$ cat src/rtl/core/assert_macros.svh
// Assertion macros shared by the interpolator RTL.
// Included by the modules that carry concurrent assertions; no other dependencies.
`ifndef ASSERT_MACROS_SVH
`define ASSERT_MACROS_SVH
`ifndef SYNTHESIS
// Asserts a property on the rising edge of clk, ignored while rst is high.
`define ASSERT_PROP(lbl, clk, rst, prop) \
  lbl: assert property (@(posedge clk) disable iff (rst) prop) \
    else $error("concurrent assertion failed");
// Asserts that an expression is never true outside reset.
`define ASSERT_NEVER(lbl, clk, rst, expr) \
  lbl: assert property (@(posedge clk) disable iff (rst) !(expr)) \
    else $error("forbidden condition seen");
`else
`define ASSERT_PROP(lbl, clk, rst, prop)
`define ASSERT_NEVER(lbl, clk, rst, expr)
`endif
`endif

$ cat src/rtl/core/cpi_pkg.sv
// Package for the cubic pixel interpolator: widths, constants and the coefficient struct.
// Used by cpi_coef, cpi_lane and cubic_pixel_interpolator; depends on nothing.
package cpi_pkg;

  localparam int LANES         = 4;
  localparam int CH_W          = 8;
  localparam int PIX_W         = LANES * CH_W;
  localparam int FRAC_IN_W     = 16;
  localparam int FRAC_BITS_DEF = 16;

  // Doubled Catmull-Rom coefficients of one lane.
  localparam int A2_W = 11;
  localparam int B2_W = 12;
  localparam int C2_W = 9;
  localparam int D2_W = 9;

  localparam logic [CH_W-1:0] CH_MAX = 8'd255;

  // Coefficient stage plus four arithmetic stages in each lane.
  localparam int LATENCY = 5;

  typedef struct packed {
    logic signed [A2_W-1:0] a2;
    logic signed [B2_W-1:0] b2;
    logic signed [C2_W-1:0] c2;
    logic [D2_W-1:0]        d2;
  } coef_t;

endpackage

$ cat src/rtl/core/cpi_lane.sv
// Arithmetic stages of one lane: two Horner multiplies, a split final multiply,
// then the rounding add, shift and clamp. Depends on cpi_pkg.
module cpi_lane
  import cpi_pkg::*;
#(
  parameter int FRAC_BITS = FRAC_BITS_DEF
) (
  input  logic                 clk,
  input  coef_t                coef,
  input  logic [FRAC_BITS-1:0] f,
  output logic [CH_W-1:0]      ch
);

  localparam int X1W = FRAC_BITS + 13;
  localparam int X2W = 2 * FRAC_BITS + 14;
  localparam int XHW = X2W - FRAC_BITS;
  localparam int PHW = XHW + FRAC_BITS + 1;
  localparam int PLW = 2 * FRAC_BITS;
  localparam int SW  = 3 * FRAC_BITS + 16;
  localparam int VW  = SW - (3 * FRAC_BITS + 1);

  // Stage 2
  logic signed [X1W-1:0]  x1;
  logic [FRAC_BITS-1:0]   f2;
  logic signed [C2_W-1:0] c2_s2;
  logic [D2_W-1:0]        d2_s2;
  // Stage 3
  logic signed [X2W-1:0]  x2;
  logic [FRAC_BITS-1:0]   f3;
  logic [D2_W-1:0]        d2_s3;
  // Stage 4
  logic signed [PHW-1:0]  ph;
  logic [PLW-1:0]         pl;
  logic [D2_W-1:0]        d2_s4;
  // Stage 5
  logic signed [X1W-1:0]  x1_next;
  logic signed [X2W-1:0]  x2_next;
  logic signed [XHW-1:0]  xh;
  logic signed [SW-1:0]   sum;
  logic signed [VW-1:0]   v;
  logic [CH_W-1:0]        ch_next;

  always_comb begin
    x1_next = X1W'($signed(coef.a2) * $signed({1'b0, f}))
            + (X1W'($signed(coef.b2)) <<< FRAC_BITS);
    x2_next = X2W'(x1 * $signed({1'b0, f2}))
            + (X2W'(c2_s2) <<< (2 * FRAC_BITS));
    xh      = x2[X2W-1:FRAC_BITS];
    // Exact: floor((x2*f + (D2+1)*2^3F) / 2^(3F+1)) gives the half-up rounded value.
    sum = (SW'(ph) <<< FRAC_BITS)
        + SW'($signed({1'b0, pl}))
        + (SW'($signed({1'b0, d2_s4} + 10'd1)) <<< (3 * FRAC_BITS));
    v   = VW'(sum >>> (3 * FRAC_BITS + 1));
    if (v < 0) begin
      ch_next = '0;
    end else if (v > VW'($signed({1'b0, CH_MAX}))) begin
      ch_next = CH_MAX;
    end else begin
      ch_next = v[CH_W-1:0];
    end
  end

  always_ff @(posedge clk) begin
    x1    <= x1_next;
    f2    <= f;
    c2_s2 <= coef.c2;
    d2_s2 <= coef.d2;

    x2    <= x2_next;
    f3    <= f2;
    d2_s3 <= d2_s2;

    // The last multiply is split into a signed high part and an unsigned low limb.
    ph    <= PHW'(xh * $signed({1'b0, f3}));
    pl    <= x2[FRAC_BITS-1:0] * f3;
    d2_s4 <= d2_s3;

    ch    <= ch_next;
  end

endmodule

$ cat config.mk
export PLATFORM = sky130hd
export DESIGN_NAME = cpi_lane
export DESIGN_NICKNAME = d
export VERILOG_FILES = /design/src/rtl/core/assert_macros.svh /design/src/rtl/core/cpi_pkg.sv /design/src/rtl/core/cpi_lane.sv
export SDC_FILE = /design/constraint.sdc
export NUM_CORES = 2
export LEC_CHECK = 0
export ABC_AREA = 1
export ABC_CLOCK_PERIOD_IN_PS = 16400
export BUFFER_PORTS_ARGS = -buffer_cell sky130_fd_sc_hd__buf_4
export CORE_MARGIN = 1
export CORE_UTILIZATION = 40
export DETAILED_ROUTE_END_ITERATION = 16
export GPL_ROUTABILITY_DRIVEN = 0
export SLEW_MARGIN = 20
export SYNTH_ARGS = -nofsm -noshare
export SYNTH_HDL_FRONTEND = slang
export SYNTH_SLANG_ARGS = --single-unit
$ cat constraint.sdc
create_clock -name clk -period 16.4 [get_ports clk]
set_input_delay 1.64 -clock clk [delete_from_list [all_inputs] [get_ports clk]]
set_output_delay 1.64 -clock clk [all_outputs]
set_load 0.005 [all_outputs]
* Word level (Yosys, flattened, before mapping)
Index checks and enable logic that the tools add are counted.
** Storage, ports and cells
- Output and inout port bits :: 8
- Input port bits :: 58
- Bits in registers :: 230
- Logic and storage cells :: 23
** Operators by class
- Order comparisons :: 2
- Mux-type cells :: 1
- Add/sub/neg operators :: 5
- $mul :: 4
** Operator list (count)
- 63-bit by 33-bit adder with 64-bit output :: 1
- 64-bit by 58-bit adder with 64-bit output :: 1
- 30-bit by 17-bit multiplier with 47-bit output :: 1
- 46-bit by 41-bit adder with 46-bit output :: 1
- 29-bit by 17-bit multiplier with 46-bit output :: 1
- 16-bit by 16-bit multiplier with 32-bit output :: 1
- 28-bit by 28-bit adder with 29-bit output :: 1
- 11-bit by 17-bit multiplier with 28-bit output :: 1
- 15-bit by 9-bit > comparator with 1-bit output, second input constant :: 1
- 15-bit by 1-bit less-than comparator with 1-bit output, second input constant :: 1
- 9-bit by 1-bit adder with 10-bit output, second input constant :: 1
- 8-bit two-way mux :: 1

* Logic depth before layout (Yosys ltp)
- Depth after elaboration :: 4
- Mapped depth :: 28
- Gate-level depth less buffers :: 26

* Worst setup path after synthesis
Ideal clock, no wire load.
- Path type :: input -> register
- From :: in coef[32] in the netlist's numbering
- To :: reg x1[22]
- Stages on the path :: 20
- Library setup time :: 0.122 ns
- Setup slack :: 10.117 ns
- Arrival :: 6.161 ns
- Buffers on the path :: 2
- Cell sequence :: clkbuf_1 clkbuf_1 nand2_1 fa_1 inv_1 fa_1 inv_1 fa_1 fa_1 inv_1 fa_1 ha_1 a21oi_1 o21ai_0 o21bai_1 a21oi_1 o21ai_0 nand2_1 nand2_1 xor2_1
** Between the ends
- Word-level cells in the longest chain between the ends :: 2
** Ends and longest elaborated chain
- start, declared :: RTL line cpi_lane.sv:9 : input coef_t coef,
- 11-bit by 17-bit multiplier with 28-bit output :: RTL line cpi_lane.sv:44 : x1_next = X1W'($signed(coef.a2) * $signed({1'b0, f}))
- 28-bit by 28-bit adder with 29-bit output :: RTL line cpi_lane.sv:45 : + (X1W'($signed(coef.b2)) <<< FRAC_BITS);
- via x1_next[22] :: RTL line cpi_lane.sv:36 : logic signed [X1W-1:0] x1_next;
- end signal, assigned :: RTL line cpi_lane.sv:64 : x1 <= x1_next;
- end, declared :: RTL line cpi_lane.sv:23 : logic signed [X1W-1:0] x1;
The timed path passes the listed nets, and every way through them passes these cells.
A chain may end at the register's enable or synchronous reset.

* Final worst setup path
- From :: reg f3[3]
- To :: reg ph[40]
** Between the ends
- Word-level cells in the longest chain between the ends :: 1
** Ends and longest elaborated chain
- start, declared :: RTL line cpi_lane.sv:29 : logic [FRAC_BITS-1:0] f3;
- start signal, assigned :: RTL line cpi_lane.sv:70 : f3 <= f2;
- 30-bit by 17-bit multiplier with 47-bit output :: RTL line cpi_lane.sv:74 : ph <= PHW'(xh * $signed({1'b0, f3}));
- end signal, assigned :: RTL line cpi_lane.sv:74
- end, declared :: RTL line cpi_lane.sv:32 : logic signed [PHW-1:0] ph;
No other way between the ends.

==> flow_metrics.py <==
metrics = {
    "timing": {
        "tns_ns": 0,
        "hold_viol_final": 0,
        "fin_crit_sh": 0.410,
        "setup_viol": 0,
        "fmax_mhz": 149,
        "rsz0062_at_grt": "false",
        "setup_ws_ns": 9.68,
        "fin_crit_ns": 6.72,
        "final.setup_skew_ns": 0.0571,
        "slew_violations": 0,
        "relSlewSlack": 0.263,
        "worstMarginPinSlew_ns": 1.10,
    },
    "die": {
        "dieArea_um2": 149000,
        "start_util": 0.405,
        "die_height_um": 387,
        "coreArea_um2": 146000,
        "rows": 140,
        "fp.dieW_um": 387,
        "ioPinCount": 66,
    },
    "synth": {
        "yosysSeqAreaShare": 0.0724,
        "yosys_warnings": 0,
        "ys_seq_elements": 214,
        "synth_compound_area_frac": 0.0329,
        "syn-num-nets": 9615,
        "synth_async_sr_flop_share": 0,
        "synthAdderAreaFrac": 0.522,
        "synth.most_common_cell": "inv_1",
        "synth_cell_type_count": 45,
        "synth_top_family_by_area": "adder cells",
        "synthSimpleGateAreaFrac": 0.166,
        "synth_ff_type": "dfxtp_1",
        "synth.area.top_cells": "fa_1 42%, inv_1 17%, nand2_1 12%",
        "ys_top_cells_by_count": "2620 x inv_1, 1965 x nand2_1, 1255 x fa_1",
        "synth_area_per_cell_um2": 7.55,
        "synthesis.area_um2": 59200,
        "synth_top_area_share": 0.425,
        "syn_inst": 7843,
        "synth_edf_count": 0,
        "yosysTopAreaCell": "fa_1",
        "synthXorXnorAreaFrac": 0.0212,
        "synth_mux_area_frac": 0,
    },
    "job": {
        "drv_cap": 0,
    },
    "clock_tree": {
        "clock_path_buffers": 3,
        "clk_pin_slew_ns": 0.06,
        "cts_resized": 0,
        "clockRootBuffer": "clkbuf_16",
        "clock-sinks": 214,
        "cts_max_level": 1,
        "hold_buffers": 0,
        "cts_tree": "yes",
        "clk_latency_ns": 0.64,
        "cts_buffers": 29,
        "post_cts_buffers": 0,
    },
    "detailed_routing": {
        "dr.pass1.iters": 5,
        "wirelength_mm": 153,
        "via_per_inst": 4.76,
        "drc": 0,
        "detail_route.iter0.violations": 3034,
        "ant_nets": 0,
        "routedWlPerCell_um": 16.0,
        "vias": 45700,
    },
    "worst_setup_path": {
        "worst_r2r_path_depth": 21,
        "critPathMaxStageDelay_ns": 0.91,
        "r2r_slack_ns": 9.68,
        "crit_arrival_ns": 7.24,
        "reg2reg_from": "f3[3]$_DFF_P_",
        "startpoint_type": "register",
        "cpLargestDelayFamily": "adder cells",
        "cpMaxStageDelayCell": "dfxtp_2",
        "cp-end-kind": "register",
        "critPathMaxFanout": 33,
        "path_common_cell": "fa_1",
        "path_cells": "buf_4, nand2_1, fa_1, fa_1, inv_1, fa_1, fa_1, fa_1, inv_1, fa_1, inv_1, ha_1, nand2_1, nor2_1, inv_1, nor2_1, inv_1, nor4_1, o21ai_0, nand3_1, xor2_1",
        "critPathRequiredTime_ns": 16.91,
        "r2r-end": "ph[40]$_DFF_P_",
        "crit_buf_inv": 6,
        "path_class": "reg2reg",
    },
    "worst_hold_path": {
        "hold_start": "d2_s3[1]$_DFF_P_",
        "holdPathEnd": "d2_s4[1]$_DFF_P_",
        "whs_path_depth": 0,
        "hold_class": "reg2reg",
    },
    "global_routing": {
        "grt_pass1_vias": 49200,
        "antenna_found_initial": 2,
        "grt_max_degree": 47,
        "track_usage": 0.213,
        "grt_pass1_wl_mm": 257,
        "grt.overflow.total": 0,
    },
    "final_layout": {
        "antennaDiodeCount": 0,
        "drive_gt1_frac": 0.0263,
        "area_growth_pct": 4.89,
        "fin_nets": 9419,
        "nFillCells": 14900,
    },
    "outcome": {
        "status": "finished, final reports clean",
    },
    "place": {
        "portBuffers": 65,
        "place_ws_ns": 9.57,
        "hpwl_mm": 122,
    },
}
==> layout by cell type, fill, tap and decap left out, types with 3 or more instances in the layout <==
cell type / synthesis / layout
a211oi_1: 4 / 4
xor2_1: 92 / 92
o21bai_1: 12 / 12
nand3_1: 118 / 118
a31oi_1: 28 / 28
dfxtp_1: 214 / 187
nand2_2: 7 / 7
clkbuf_16: 0 / 29
buf_4: 0 / 87
nand3b_1: 6 / 6
nand2_1: 1965 / 1965
clkinvlp_4: 0 / 3
inv_1: 2620 / 2620
nor2_2: 8 / 8
a21o_1: 19 / 19
fa_1: 1255 / 1255
inv_6: 0 / 7
o21ai_1: 4 / 4
dfxtp_2: 0 / 27
clkinv_2: 0 / 4
a21boi_0: 6 / 6
o221ai_1: 4 / 4
nand4_1: 45 / 45
xnor2_1: 51 / 51
ha_1: 459 / 459
and2_1: 3 / 3
a21oi_1: 165 / 165
nor2_1: 272 / 272
nor4_1: 12 / 12
inv_2: 4 / 4
o21ai_0: 97 / 97
or2_2: 7 / 7
clkbuf_8: 0 / 5
nor3_1: 29 / 29
o21a_1: 4 / 4
==> worst max path at each step <==
stage / slack, ns / end / startpoint / depth (start not counted)
final: 9.68 / ph[40]$_DFF_P_ / f3[3]$_DFF_P_ / 21
after global routing: 9.26 / ph[40]$_DFF_P_ / f3[3]$_DFF_P_ / 21
after CTS: 9.67 / ph[40]$_DFF_P_ / f3[3]$_DFF_P_ / 21
after detailed placement: 9.57 / x1[28]$_DFF_P_ / coef[40] / 19
after global placement: 9.61 / x1[28]$_DFF_P_ / coef[40] / 19
after floorplan: 10.12 / x1[22]$_DFF_P_ / coef[32] / 20
==> kinds of logic after synthesis <==
kind of cell	count (synthesis)
flops	214
compound gates	351
fa+ha+maj	1714
buf+inv	2938
simple gates	2483
xor+xnor	143
==> state kept, by name, summed over array words and instances, names as in the netlist <==
signal	flops
c2_s2	9
ch	8
d2_s2	9
d2_s3	9
d2_s4	9
f2	16
f3	16
ph	47
pl	16
x1	29
x2	46
==> metal layers <==
layer	vias up	routed length, um	track usage
met2	1321	72900	0.367
met1	22600	67700	0.288
met5	-	13	0
met3	247	9170	0.0206
li1	21400	-	-
met4	2	3580	0.0484
==> final cells by class <==
type	count	area [um^2]	area share
multi-input combinational	4691	43900	0.707
tap	1917	2400	0.0386
clock buffer	34	795	0.0128
sequential	214	4320	0.0696
timing repair buffer	87	653	0.0105
clock inverter	20	194	0.00312
inverter	2624	9850	0.159
==> stage by stage <==
step           instance area [um^2]   util  std cells  hold slack [ns]
3_5_place_dp                  61100  0.418       9533            0.312
3_3_place_gp                  61100  0.418       9533            0.312
2_1_floorplan                 59200      -       7843            0.310
6_report                      62100  0.424       9587            0.325
5_1_grt                       62100  0.424       9587            0.332
4_1_cts                       62100  0.424       9587            0.326
Power is left out: the tool's default activity adds up to more than one toggle a clock period on the data nets, which glitch-free logic cannot reach.
