$ cat src/rtl/core/assert_macros.svh
// Assertion macros shared by the interpolator RTL.
// Included by the modules that carry concurrent assertions; no other dependencies.
`ifndef ASSERT_MACROS_SVH
`define ASSERT_MACROS_SVH
`ifndef SYNTHESIS
// Asserts a property on the rising edge of clk, ignored while rst is high.
`define ASSERT_PROP(lbl, clk, rst, prop) \
  lbl: assert property (@(posedge clk) disable iff (rst) prop) \
    else $error("concurrent assertion failed");
// Asserts that an expression is never true outside reset.
`define ASSERT_NEVER(lbl, clk, rst, expr) \
  lbl: assert property (@(posedge clk) disable iff (rst) !(expr)) \
    else $error("forbidden condition seen");
`else
`define ASSERT_PROP(lbl, clk, rst, prop)
`define ASSERT_NEVER(lbl, clk, rst, expr)
`endif
`endif

$ cat src/rtl/core/cpi_pkg.sv
// Package for the cubic pixel interpolator: widths, constants and the coefficient struct.
// Used by cpi_coef, cpi_lane and cubic_pixel_interpolator; depends on nothing.
package cpi_pkg;

  localparam int LANES         = 4;
  localparam int CH_W          = 8;
  localparam int PIX_W         = LANES * CH_W;
  localparam int FRAC_IN_W     = 16;
  localparam int FRAC_BITS_DEF = 16;

  // Doubled Catmull-Rom coefficients of one lane.
  localparam int A2_W = 11;
  localparam int B2_W = 12;
  localparam int C2_W = 9;
  localparam int D2_W = 9;

  localparam logic [CH_W-1:0] CH_MAX = 8'd255;

  // Coefficient stage plus four arithmetic stages in each lane.
  localparam int LATENCY = 5;

  typedef struct packed {
    logic signed [A2_W-1:0] a2;
    logic signed [B2_W-1:0] b2;
    logic signed [C2_W-1:0] c2;
    logic [D2_W-1:0]        d2;
  } coef_t;

endpackage

$ cat src/rtl/core/cpi_coef.sv
// First pipeline stage of one lane: doubled Catmull-Rom coefficients from four samples.
// Depends on cpi_pkg.
module cpi_coef
  import cpi_pkg::*;
#(
  parameter int FRAC_BITS = FRAC_BITS_DEF
) (
  input  logic                 clk,
  input  logic [FRAC_IN_W-1:0] frac,
  input  logic [CH_W-1:0]      c0,
  input  logic [CH_W-1:0]      c1,
  input  logic [CH_W-1:0]      c2,
  input  logic [CH_W-1:0]      c3,
  output coef_t                coef,
  output logic [FRAC_BITS-1:0] f
);

  logic signed [12:0] s0, s1, s2, s3;
  logic signed [12:0] a2_full, b2_full, c2_full;
  coef_t              coef_next;

  always_comb begin
    s0 = $signed({5'b0, c0});
    s1 = $signed({5'b0, c1});
    s2 = $signed({5'b0, c2});
    s3 = $signed({5'b0, c3});
    a2_full = s3 - s0 + 13'sd3 * (s1 - s2);
    b2_full = 13'sd2 * s0 - 13'sd5 * s1 + 13'sd4 * s2 - s3;
    c2_full = s2 - s0;
    coef_next.a2 = a2_full[A2_W-1:0];
    coef_next.b2 = b2_full[B2_W-1:0];
    coef_next.c2 = c2_full[C2_W-1:0];
    coef_next.d2 = {c1, 1'b0};
  end

  // Fraction bits above FRAC_BITS are dropped; a wider fraction is zero extended.
  always_ff @(posedge clk) begin
    coef <= coef_next;
    f    <= FRAC_BITS'(frac);
  end

endmodule

$ cat config.mk
export PLATFORM = sky130hd
export DESIGN_NAME = cpi_coef
export DESIGN_NICKNAME = d
export VERILOG_FILES = /design/src/rtl/core/assert_macros.svh /design/src/rtl/core/cpi_pkg.sv /design/src/rtl/core/cpi_coef.sv
export SDC_FILE = /design/constraint.sdc
export NUM_CORES = 1
export LEC_CHECK = 0
export ABC_AREA = 1
export BUFFER_PORTS_ARGS = -buffer_cell sky130_fd_sc_hd__buf_4
export CORE_ASPECT_RATIO = 0.5
export CORE_MARGIN = 1
export CORE_UTILIZATION = 40
export CTS_CLUSTER_SIZE = 14
export DETAILED_ROUTE_END_ITERATION = 7
export HOLD_SLACK_MARGIN = 0.05
export PLACE_DENSITY = 0.65
export SYNTH_ARGS = -nofsm -noshare
export SYNTH_HDL_FRONTEND = slang
export SYNTH_SLANG_ARGS = --single-unit
$ cat constraint.sdc
create_clock -name clk -period 3.1 [get_ports clk]
set_input_delay 0.155 -clock clk [delete_from_list [all_inputs] [get_ports clk]]
set_output_delay 0.155 -clock clk [all_outputs]
set_load 0.05 [all_outputs]
# After elaboration in Yosys (flattened, before gate mapping)
# Index checks and enable logic that the tools add are counted.
totals:
  inputBits: 49
  wordCells: 14
  regBits: 56
classes:
  add_sub_neg: 7
  n_mul: 2
op_table:
  columns: ["cell", "count"]
  rows:
  - ["subtractor 8 x 8 -> 9 bit", 3]
  - ["adder 12 x 11 -> 12 bit", 1]
  - ["subtractor 12 x 9 -> 12 bit", 1]
  - ["subtractor 9 x 11 -> 12 bit", 1]
  - ["adder 9 x 11 -> 11 bit", 1]
  - ["multiplier 3 x 8 -> 11 bit (first input constant)", 1]
  - ["multiplier 3 x 9 -> 11 bit (first input constant)", 1]

# Logic depth before layout (Yosys ltp)
# Gate-level depths: netlist of run 1.
depth:
  depth_word: 4
  depth_mapped: 20
  depth_no_buf: 20

# Least setup slack after synthesis of run 1
# OpenSTA, ideal clock, no wires.
synth_path:
  kind: "input-to-reg"
  from: "input port c1[0]"
  to: "register coef[40] (netlist bit)"
  path_slack_ps: 49
  t_arrival_ps: 2938
  stages: 18
  setup_time_ps: 113
  required_time_ps: 2987
  path_cell_list: "inv_1 -> ha_1 -> inv_1 -> fa_1 -> nand2_1 -> nand2_1 -> a31oi_1 -> xnor2_1 -> ha_1 -> inv_1 -> fa_1 -> inv_1 -> ha_1 -> a21o_1 -> a21boi_0 -> nand3_1 -> nand3_1 -> nand2_1"
synth_via:
  elab_chain_len: 3
synth_rtl:
  columns: ["element", "line_no", "rtl"]
  rows:
  - ["from (decl)", "cpi_coef.sv:11", "input logic [CH_W-1:0] c1,"]
  - ["subtractor 8 x 8 -> 9 bit", "cpi_coef.sv:27", "a2_full = s3 - s0 + 13'sd3 * (s1 - s2);"]
  - ["multiplier 3 x 9 -> 11 bit", "cpi_coef.sv:27", null]
  - ["adder 9 x 11 -> 11 bit", "cpi_coef.sv:27", null]
  - ["via a2_full[10]", "cpi_coef.sv:19", "logic signed [12:0] a2_full, b2_full, c2_full;"]
  - ["to (signal assigned)", "cpi_coef.sv:38", "coef <= coef_next;"]
  - ["to (decl)", "cpi_coef.sv:14", "output coef_t coef,"]
# The timed path passes the listed nets, and every way through them passes these cells.

# Worst setup path after layout of run 1
# Same ends and word-level chain as after synthesis.

==> results, run 1 <==
- The run finished, with violations left.
- The final reports fail on DRC.
- The number of buffers added by the clock tree synthesis step is 5.
- At the end of the flow, the number of nets in the layout was 797.
- Of the cells placed in the final design, the portion with a size suffix greater than 1 is 0.2546.
- Among the stages of the critical path, the cell type that occurs most often is inv_1.
- The DRC violation count after routing is 1.
- For this run, the total global-route usage over all layers was measured as 0.1837.
- The count of mapped cells out of synthesis is 486.
- Once detailed placement completed, the half-perimeter wirelength came to 7.703 mm.
- The endpoint kind of the worst setup timing path is a register.
- The synthesized netlist contains 31 unique library cells.
- Summing all multi-input logic gate instances after layout gives 0.002749 mm².
- The first TritonRoute pass finished after 6 iterations.
- The floorplan step defined a die boundary enclosing 0.01095 mm².
- The first global-routing pass estimated 15.75 mm of wire.
- The pre-CTS setup slack is -0.2288 ns.
- The netlist area before placement is 0.004205 mm².
- The placer's final routability congestion estimate is 0.9014.
- The tree is rooted in a clkbuf_16.
- The maximum net fanout on the critical path is 4.
- From left edge to right edge, the die measures 147.0 µm.
- The mean cell area of the mapped netlist is 8.653 µm².
- The area of placed instances is 0.005379 mm².
- Clock-pin slew was measured on the worst setup and hold paths at 0.08 ns.
- For this run, the register share of the synthesized area comes to 0.2666.
- The clock period minus final worst setup slack is 2.919 ns.
- After floorplanning, the core was divided into 26 placement rows.
- The peak per-stage delay on the critical path is 0.54 ns.
- The worst hold path belongs to the class in2reg.
- After global routing the overflow that remains totals 0.
- The number of nets produced by synthesis is 636.
- The smallest hold slack is 0.08802 ns.
- The summed area of non-filler cells in the final layout is 0.005836 mm².
- STA classifies the critical path startpoint as an input port.
- Using the TritonRoute via totals, the vias-per-cell ratio works out to 4.515.
- In the finished design, the share of the clock period the worst path needs comes to 0.9416.
- The data arrival time of the critical path is 3.13 ns.
- The maximum number of pins on one net before global-route repair is 21.
- The number of pins exceeding their max-slew limit in the final report is 0.
- The worst setup slack after layout is 0.1811 ns.
- The initial utilization of the core area, before any placement, comes to 0.4117.
- The clock tree from TritonCTS is done.
- The first routing iteration left 104 violations.
- The worst setup path category is in2reg.
- IR analysis of the VDD net gives a maximum drop of 0.0006381 V.
- Setup violations remaining at the end of the flow were counted as 0.
- The analysis attributes to cell leakage a power of 3.151 nW.
- The floorplan step set the die height to 74.50 µm.
- 0 antenna diodes ended up in the layout.
- The critical path goes through buf_4 > inv_1 > ha_1 > inv_1 > fa_2 > nand2_1 > nand2_1 > buf_4 > nand2_2 > xnor2_1 > ha_1 > inv_1 > fa_1 > inv_1 > ha_4 > nand2_1 > nor2_1 > nand3_1 > nand3_2 > inv_1 > nand3_1 > nand2_1.
- The final hold violation count was 0.
- Among all stages on the critical path, the largest delay is contributed by fa_1.
- The number of global-route vias before repair was 3493.
- The H-tree was split into 2 levels.
- For this design the top-level I/O count stands at 106.
- The total power per unit cell area is 859.0 mW/mm².
- Compared with the post-synthesis result, the final layout area differs by 38.77%.
- Counting instances, the worst hold path has a depth of 2.
- The worst min-delay path startpoint is c1[0].
- Data on the critical path is required at its endpoint by 3.31 ns.
- The wire length per cell after detailed routing is 12.12 µm.
- The highest achievable clock rate is 0.3426 GHz.
- Max-cap violations in this run came to 0.
- The total core area is 0.01021 mm².
- The count of buffers added on input and output ports is 104.
- The initial antenna violation count came to 0.
- The count of warnings emitted by yosys is 0.
- The number of fillers in the final layout is 913.
- The hold-critical path endpoint is coef[1].
- The number of clock sinks seen by CTS is 56.
- The largest buffer count on any clock path is 2.
- The wire length reported by the detailed router is 9.552 mm.
- In this run, synthesis produced a sequential element count of 56.
- Once detail routing completed, the nets flagged for antenna violations numbered 0.
- The area occupied by registers is 0.001121 mm².
- The detailed-route via count is 3558.
-- cell usage in the layout, fill, tap and decap left out, types with 3 or more instances in the layout --
cell type,n
inv_1,110
ha_1,65
clkbuf_16,5
a31oi_1,3
nand2_2,5
nand2_1,66
xnor2_1,7
ha_4,4
dlygate4sd3_1,21
nor2_1,17
buf_4,134
xor2_1,23
a21oi_1,27
a21o_1,3
dfxtp_1,56
nand3_1,31
fa_1,31
o21ai_1,4
o21ai_0,5
nand4_1,5
-- metal layers --
metal	share of wire	track usage	wire length, µm	vias to the layer above
met4	0.0070	0.03895	67	0
met2	0.48	0.3286	4558	84
met1	0.46	0.2351	4372	1621
li1	-	-	-	1844
met3	0.058	0.03620	554	9
met5	0	0	0	-
-- worst max-delay path by stage --
stage	start	to	depth (start not counted)
2_1_floorplan	c1[0]	coef[40]	18
3_3_place_gp	c1[0]	coef[40]	19
3_5_place_dp	c1[0]	coef[40]	19
4_1_cts	c1[0]	coef[40]	19
5_1_grt	c1[0]	coef[40]	22
6_report	c1[0]	coef[40]	22
-- power by group --
part	switching (mW)	internal, mW
logic	2.03	1.37
registers	0.0520	0.939
clock network	0.307	0.313
-- timing repair --
item,in CTS,in global routing
resized for setup,0,15
endpoints found under the hold margin,21,0
hold buffers,21,0
endpoints found under the setup margin,0,4
setup buffers,0,0
-- metrics by stage --
stage               cells  total power [mW]  setup TNS, ns  utilization
finish                788             5.013              0       0.5713
global route          788             5.478       -0.01152       0.5713
CTS                   788             4.899              0       0.5622
detailed placement    759             4.212        -0.9124       0.5266
global placement      759             4.186        -0.5499       0.5266
floorplan             486             3.242              0            -
-- worst max-delay path, delay by kind of cell --
kind	cells	cell delay [ns]
buf+inv	7	0.54
simple gates	9	0.77
fa+ha+maj	5	1.56
xor+xnor	1	0.09
-- cell families (layout without fill, tap and decap cells) --
kind of cell               Yosys count  after routing  synth area share
and+or+nand+nor                    133            133            0.1381
buffers and inverters              113            275            0.1018
adders and majority gates          101            101            0.3576
DFF                                 56             56            0.2666
AOI/OAI and AO/OA                   51             51           0.07052
xor gates and xnor gates            31             31           0.06456
other                                1              1         0.0008917
-- area by class of cell --
type	instances	area share
well taps	140	0.03002
repair buffers	155	0.2084
clock buffers	5	0.02144
flip-flops and latches	56	0.1921
clock inverters	3	0.004931
inverters	112	0.07204
multi-input cells	317	0.4711
-- synthesized netlist by cell type --
cell type | number | area (µm²)
nor2_1 | 18 | 67.56
nor2_2 | 1 | 6.260
a22oi_1 | 1 | 7.510
o21bai_1 | 1 | 7.510
fa_1 | 32 | 640.6
a21boi_0 | 1 | 7.510
conb_1 | 1 | 3.750
nand4_1 | 5 | 31.28
inv_2 | 2 | 7.510
o21ai_4 | 1 | 16.27
and2_1 | 1 | 6.260
o21ai_0 | 6 | 30.03
nand3_2 | 1 | 10.01
dfxtp_1 | 56 | 1121
nand3_1 | 32 | 160.2
nand2_1 | 67 | 251.5
inv_1 | 110 | 412.9
a21o_1 | 3 | 22.52
buf_4 | 1 | 7.510
xor2_1 | 23 | 201.4
a211oi_1 | 1 | 7.510
a21oi_1 | 28 | 140.1
nand2_2 | 4 | 25.02
a31oi_1 | 4 | 25.02
o21ai_2 | 2 | 17.52
or2_1 | 1 | 6.260
xnor2_1 | 8 | 70.07
nor3_1 | 2 | 10.01
or2_0 | 1 | 6.260
ha_1 | 69 | 863.3
o21ai_1 | 3 | 15.01
-- flip-flops by register name, indices dropped and copies added, names as in the netlist --
| register | flops |
|---|---|
| coef | 40 |
| f | 16 |
Power figures use the tool's default switching activity.
==> inputs of run 2 (changes only) <==
CELL_PAD_IN_SITES_DETAIL_PLACEMENT = 2   (was unset)
CELL_PAD_IN_SITES_GLOBAL_PLACEMENT = 2   (was unset)
CORE_UTILIZATION = 29   (was 40)
PLACE_DENSITY = unset   (was 0.65)
PLACE_DENSITY_LB_ADDON = 0.1   (was unset)
==> run 2 against run 1 <==
The run now ends clean. Global-route usage down 0.44 points. Final cell count rose by 8.6%. Sequential share of layout area down 0.60 points. Final area increased by 3.2%. Critical path depth unchanged.
==> results, run 2 (synthesized netlist as in run 1, its figures left out) <==
- The effective utilization at floorplan came to 0.3036 (-0.1081).
- The final critical-path share of the clock period was 0.9456 (+0.004003).
- The worst voltage drop across the vdd grid is 0.0004240 V (-34%).
- The antenna diode instance count is 0 (unchanged).
- The fraction of final layout cells with drive strength greater than 1 is 0.2771 (+0.02248).
- The number of clock sinks seen by CTS is 56 (unchanged).
- Walking the worst path, the cells encountered are buf_4 > inv_1 > ha_1 > inv_1 > fa_2 > nand2_1 > nand2_1 > buf_4 > nand2_2 > buf_4 > nor2_1 > nor2_2 > ha_1 > fa_1 > ha_1 > nand2_1 > nor2_2 > nand3_1 > nand3_2 > inv_1 > nand3_1 > nand2_1.
- The commonest non-fill, non-tap cell in the layout is buf_4.
- In the final layout, the registers with the most flip-flops are coef (40), f (16).
- The number of buffers added by the clock tree synthesis step is 5 (unchanged).
- The area occupied by registers came to 0.001121 mm² (unchanged).
- The total core area was 0.01385 mm² (+36%).
- The number of flip-flops in the largest register was 40 (unchanged).
- The estimated wirelength of the detail-placed design came to 10.64 mm (+38%).
- The static power due to leakage is 3.221 nW (+2.2%).
- The worst path buffer plus inverter count is 6 (-1).
- The cell depth of the worst hold path was 2 (unchanged).
- The detailed-route via count is 3766 (+5.8%).
- The length of the first detailed-routing pass in iterations came to 4 (-2).
- The worst setup path category is in2reg.
- The initial detailed-routing violation count is 68 (-35%).
- The total track usage is 0.1793 (-0.004431).
- The placer's final routability congestion estimate came to 0.8157 (-9.5%).
- The wire length reported by the detailed router is 13.00 mm (+36%).
- In the layout the commonest cells are buf_4, inv_1, nand2_1, ha_1, dfxtp_1.
- The max-capacitance violation count is 0 (unchanged).
- The wire length per cell after detailed routing is 15.18 µm (+25%).
- The horizontal die dimension is 172.3 µm (+17%).
- The run finished with clean final reports.
- The total congestion overflow is 0 (unchanged).
- The final cell count without fillers is 856 (+8.6%).
- The worst setup path is captured at a register.
- The maximum number of pins on one net before global-route repair is 17 (-19%).
- The number of fillers in the final layout was 1528 (+67%).
- The tree is rooted in a clkbuf_16.
- The final-report setup violation count came to 0 (unchanged).
- The worst hold path class is in2reg.
- The number of pins exceeding their max-slew limit in the final report was 0 (unchanged).
- The final design utilization is 0.4350 (-0.1363).
- The smallest hold slack was 0.1044 ns (+0.01636 ns).
- The vertical die dimension is 87.15 µm (+17%).
- The clock tree from TritonCTS is done.
- The number of H-tree branching levels is 2 (unchanged).
- The final-stage net count was 814 (+2.1%).
- The clock transition at the register clock pins on the worst setup and hold paths after CTS is 0.08 ns (about the same).
- The number of global-route vias before repair is 4263 (+22%).
- The DRC violation count after routing is 0 (-1).
- The largest buffer count on any clock path came to 2 (unchanged).
- The total power per unit cell area is 870.4 mW/mm² (+1.3%).
- The number of cells after detailed placement is 828 (+9.1%).
- The peak per-stage delay on the critical path is 0.48 ns (-0.06 ns).
- The wire length of the first global-routing pass is 20.45 mm (+30%).
- The floorplan die area came to 0.01502 mm² (+37%).
- STA classifies the critical path startpoint as an input port.
- The data required time of the critical path is 3.30 ns (about the same).
- The number of routed nets with antenna violations is 0 (unchanged).
- The via count normalized by instance count is 4.400 (-2.6%).
- The cell with the largest stage delay on the worst path is fa_1.
- The cell family contributing the most delay on the critical path is adder cells.
- Among the stages of the critical path, the cell type that occurs most often is nand2_1.
- The clock period minus final worst setup slack is 2.931 ns (+0.01241 ns).
- The synthesis-to-finish area growth is 43.26%.
- The multi-input gate area in the final layout is 0.002761 mm² (+0.46%).
- The maximum net fanout on the critical path is 2 (-2).
- The critical path depth is 22 (unchanged).
- The initial antenna violation count is 0 (unchanged).
- The most flop-heavy register is coef.
- The highest achievable clock rate is 0.3411 GHz (-0.42%).
- The post-CTS repair timing setup buffer count is 0 (unchanged).
- The number of rows created at floorplan is 30 (+15%).
- The final hold violation count came to 0 (unchanged).
- The data arrival time of the critical path is 3.14 ns (about the same).
- The port buffer count is 104 (unchanged).
- The I/O pin count came to 106 (unchanged).
run 2: power breakdown:
part / total [mW] / internal (mW) / switching (mW)
registers: 0.993 / 0.939 / 0.0542
clock network: 0.571 / 0.295 / 0.276
logic: 3.68 / 1.47 / 2.21
total: 5.24 / 2.70 / 2.54
run 2: per-stage QoR:
stage	cell area (µm²)	power, mW	setup slack, ns	TNS [ns]
final	6025	5.244	0.1687	0
after detailed placement	5572	4.443	-0.3083	-1.464
after CTS	5919	5.079	0.02363	0
after global routing	6025	5.722	-0.04017	-0.04735
after floorplan	4205	3.242	0.04861	0
after global placement	5572	4.345	-0.1856	-0.9328
run 2: metal layers:
layer  global-route usage  wire [µm]  up-vias
met5                    0          0        -
met4              0.03298        121        0
met3              0.03498        478        9
met2               0.3233       6305       67
met1               0.2240       6092     1814
li1                     -          -     1876
run 2: final timing paths:
path	startpoint	endpoint
setup / recovery	c1[0]	coef[40]
hold / removal	c1[0]	coef[1]
run 2: repair_timing:
item	CTS	global route
gates resized for setup	0	18
endpoints found under the setup margin	0	6
hold buffers	21	0
hold endpoints to repair	21	0
run 2: layout make-up:
cell class | count | share of cell area
clock buffers | 5 | 0.02077
clock inverters | 2 | 0.002077
inverters | 112 | 0.06978
repair buffers | 172 | 0.2231
well taps | 192 | 0.03988
flip-flops and latches | 56 | 0.1861
multi-input cells | 317 | 0.4584
==> inputs of run 3 (changes only) <==
CORE_UTILIZATION = 34   (was 29)
clock period = 3.69 ns   (was 3.1 ns; I/O delays follow)
==> run 3 against run 2 <==
Clock power is 13% lower. Sequential share of layout area is 1.4 points higher. Non-clock buffer count is 45 lower. Worst hold slack worse by 0.043 ns. Setup slack better by 0.011 ns. Total power is 24% lower. Routed wire length is 5.2% lower. Final cell count is 8.3% lower.
==> results, run 3 (synthesized netlist as in run 1, its figures left out) <==
- The final-stage net count is 769 (-5.5%).
- In the finished design, the share of the clock period the worst path needs comes to 0.9513.
- The total core area is 0.01195 mm² (-14%).
- The worst setup path is captured at a register.
- The most flop-heavy register is coef.
- The DRC violation count after routing is 0 (unchanged).
- The port buffer count is 104 (unchanged).
- The most numerous cell on the critical path is nand2_1.
- The final hold violation count came to 0 (unchanged).
- The number of global-route vias before repair is 4050 (-5.0%).
- The total negative slack is 0 ns (unchanged).
- The I/O pin count is 106 (unchanged).
- The commonest non-fill, non-tap cell in the layout is inv_1.
- The wire length per cell after detailed routing is 15.69 µm (+3.3%).
- The horizontal die dimension is 159.3 µm (-7.6%).
- The synthesis-to-finish area growth is 33.06%.
- The number of H-tree branching levels is 2 (unchanged).
- The antenna diode instance count came to 0 (unchanged).
- The cell with the largest stage delay on the worst path is dlygate4sd3_1.
- The largest registers in the layout are coef (40), f (16).
- The summed area of non-filler cells in the final layout is 0.005595 mm² (-7.1%).
- The final design utilization was 0.4684 (+0.03341).
- The library cells used most frequently in the layout, excluding fill and tap cells, are inv_1, buf_4, nand2_1, ha_1, dfxtp_1.
- The pre-CTS setup slack is 0.1318 ns (+0.4401 ns).
- The via count normalized by instance count is 4.600 (+4.6%).
- The total congestion overflow came to 0 (unchanged).
- The initial detailed-routing violation count is 61 (-10%).
- The maximum net fanout on the critical path came to 5 (+3).
- The vertical die dimension was 80.64 µm (-7.5%).
- The tightest min-delay check is of the in2reg type.
- The number of flip-flops in the largest register came to 40 (unchanged).
- The number of fillers in the final layout was 1342 (-12%).
- The data required time of the critical path is 3.89 ns (+0.59 ns).
- The kind of start point of the critical path is an input port.
- The fraction of final layout cells with drive strength greater than 1 is 0.2065 (-0.07066).
- The final-report setup violation count was 0 (unchanged).
- Traced cell by cell, the critical path runs through dlygate4sd3_1 > buf_4 > ha_4 > a21oi_1 > nand2_1 > nand2_1 > a21oi_1 > xor2_1 > ha_2 > inv_1 > fa_1 > inv_1 > ha_4 > nand2_1 > nand2_1 > o21ai_0 > nand3_1 > nand3_1 > nand2_1.
- The total power per unit cell area is 708.1 mW/mm² (-19%).
- Grouping stages by cell kind, the critical path spends the most delay in adder cells.
- The largest buffer count on any clock path is 2 (unchanged).
- The number of cells after detailed placement is 754 (-8.9%).
- The estimated wirelength of the detail-placed design is 10.10 mm (-5.1%).
- The number of pins exceeding their max-slew limit in the final report is 0 (unchanged).
- The initial antenna violation count is 0 (unchanged).
- The data arrival time of the critical path was 3.71 ns (+0.57 ns).
- The floorplan die area was 0.01284 mm² (-14%).
- The static power due to leakage is 2.996 nW (-7.0%).
- The highest achievable clock rate is 0.2849 GHz.
- The clock transition at the register clock pins on the worst setup and hold paths after CTS is 0.08 ns (about the same).
- The post-CTS repair timing setup buffer count is 0 (unchanged).
- The wire length of the first global-routing pass was 19.91 mm (-2.6%).
- The number of routed nets with antenna violations was 0 (unchanged).
- The area of placed instances came to 0.005185 mm² (-6.9%).
- The final cell count without fillers was 785 (-8.3%).
- The effective utilization at floorplan was 0.3520 (+0.04840).
- The detailed-route via count was 3611 (-4.1%).
- The number of clock sinks seen by CTS is 56 (unchanged).
- TritonCTS built the clock tree.
- The max-capacitance violation count is 0 (unchanged).
- The worst voltage drop across the vdd grid is 0.0004014 V (-5.3%).
- The maximum number of pins on one net before global-route repair is 19 (+2).
- The number of rows created at floorplan is 28 (-6.7%).
- The number of buffers added by the clock tree synthesis step was 5 (unchanged).
- The total track usage is 0.2009 (+0.02156).
- The critical path is of the in2reg type.
- The length of the first detailed-routing pass in iterations is 4 (unchanged).
- The clock period minus final worst setup slack is 3.510 ns.
- The worst setup slack after layout came to 0.1797 ns (+0.01103 ns).
- The placer's final routability congestion estimate is 0.8275 (+1.4%).
- The wire length reported by the detailed router was 12.32 mm (-5.2%).
- The peak per-stage delay on the critical path is 0.55 ns (+0.07 ns).
- The run finished with clean final reports.
- The worst path buffer plus inverter count is 4 (-2).
- The clock root buffer is clkbuf_16.
## run 3: worst paths after layout
check / start / to / slack, ns / depth (start not counted)
worst max-delay path: c1[2] / coef[40] / 0.18 / 19
worst min-delay path: c1[1] / coef[2] / 0.06 / 1
## run 3: cell type report
class / instances / area [µm²] / area share
tap: 165 / 206.4 / 0.03690
inverter: 112 / 420.4 / 0.07513
timing repair buffer: 127 / 1011 / 0.1807
clock inverter: 3 / 22.52 / 0.004025
clock buffer: 5 / 125.1 / 0.02236
sequential: 56 / 1121 / 0.2004
multi-input combinational: 317 / 2689 / 0.4805
## run 3: per-stage QoR
stage / hold slack, ns / total power [mW]
floorplan: 0.2122 / 2.723
global placement: 0.2887 / 3.367
detailed placement: 0.2901 / 3.437
CTS: 0.05555 / 3.997
global route: 0.05127 / 4.323
finish: 0.06093 / 3.962
## run 3: power by group
part           leakage, nW  internal (mW)  switching (mW)  total, mW
sequential           0.473          0.789          0.0454      0.834
combinational         2.45          0.936            1.70       2.63
clock               0.0742          0.255           0.241      0.497
## run 3: layer usage
layer  wire, µm  global-route usage  up-vias
met5          0                   0        -
met4         87             0.03077        0
met1       5691              0.2411     1755
met3        371             0.03616        7
met2       6167              0.3833       60
li1           -                   -     1789
## run 3: repair_timing
| item | in CTS | in global routing |
|---|---|---|
| hold buffers | 23 | 0 |
| endpoints found under the setup margin | 0 | 4 |
| resized for setup | 0 | 5 |
| hold endpoints to repair | 23 | 0 |
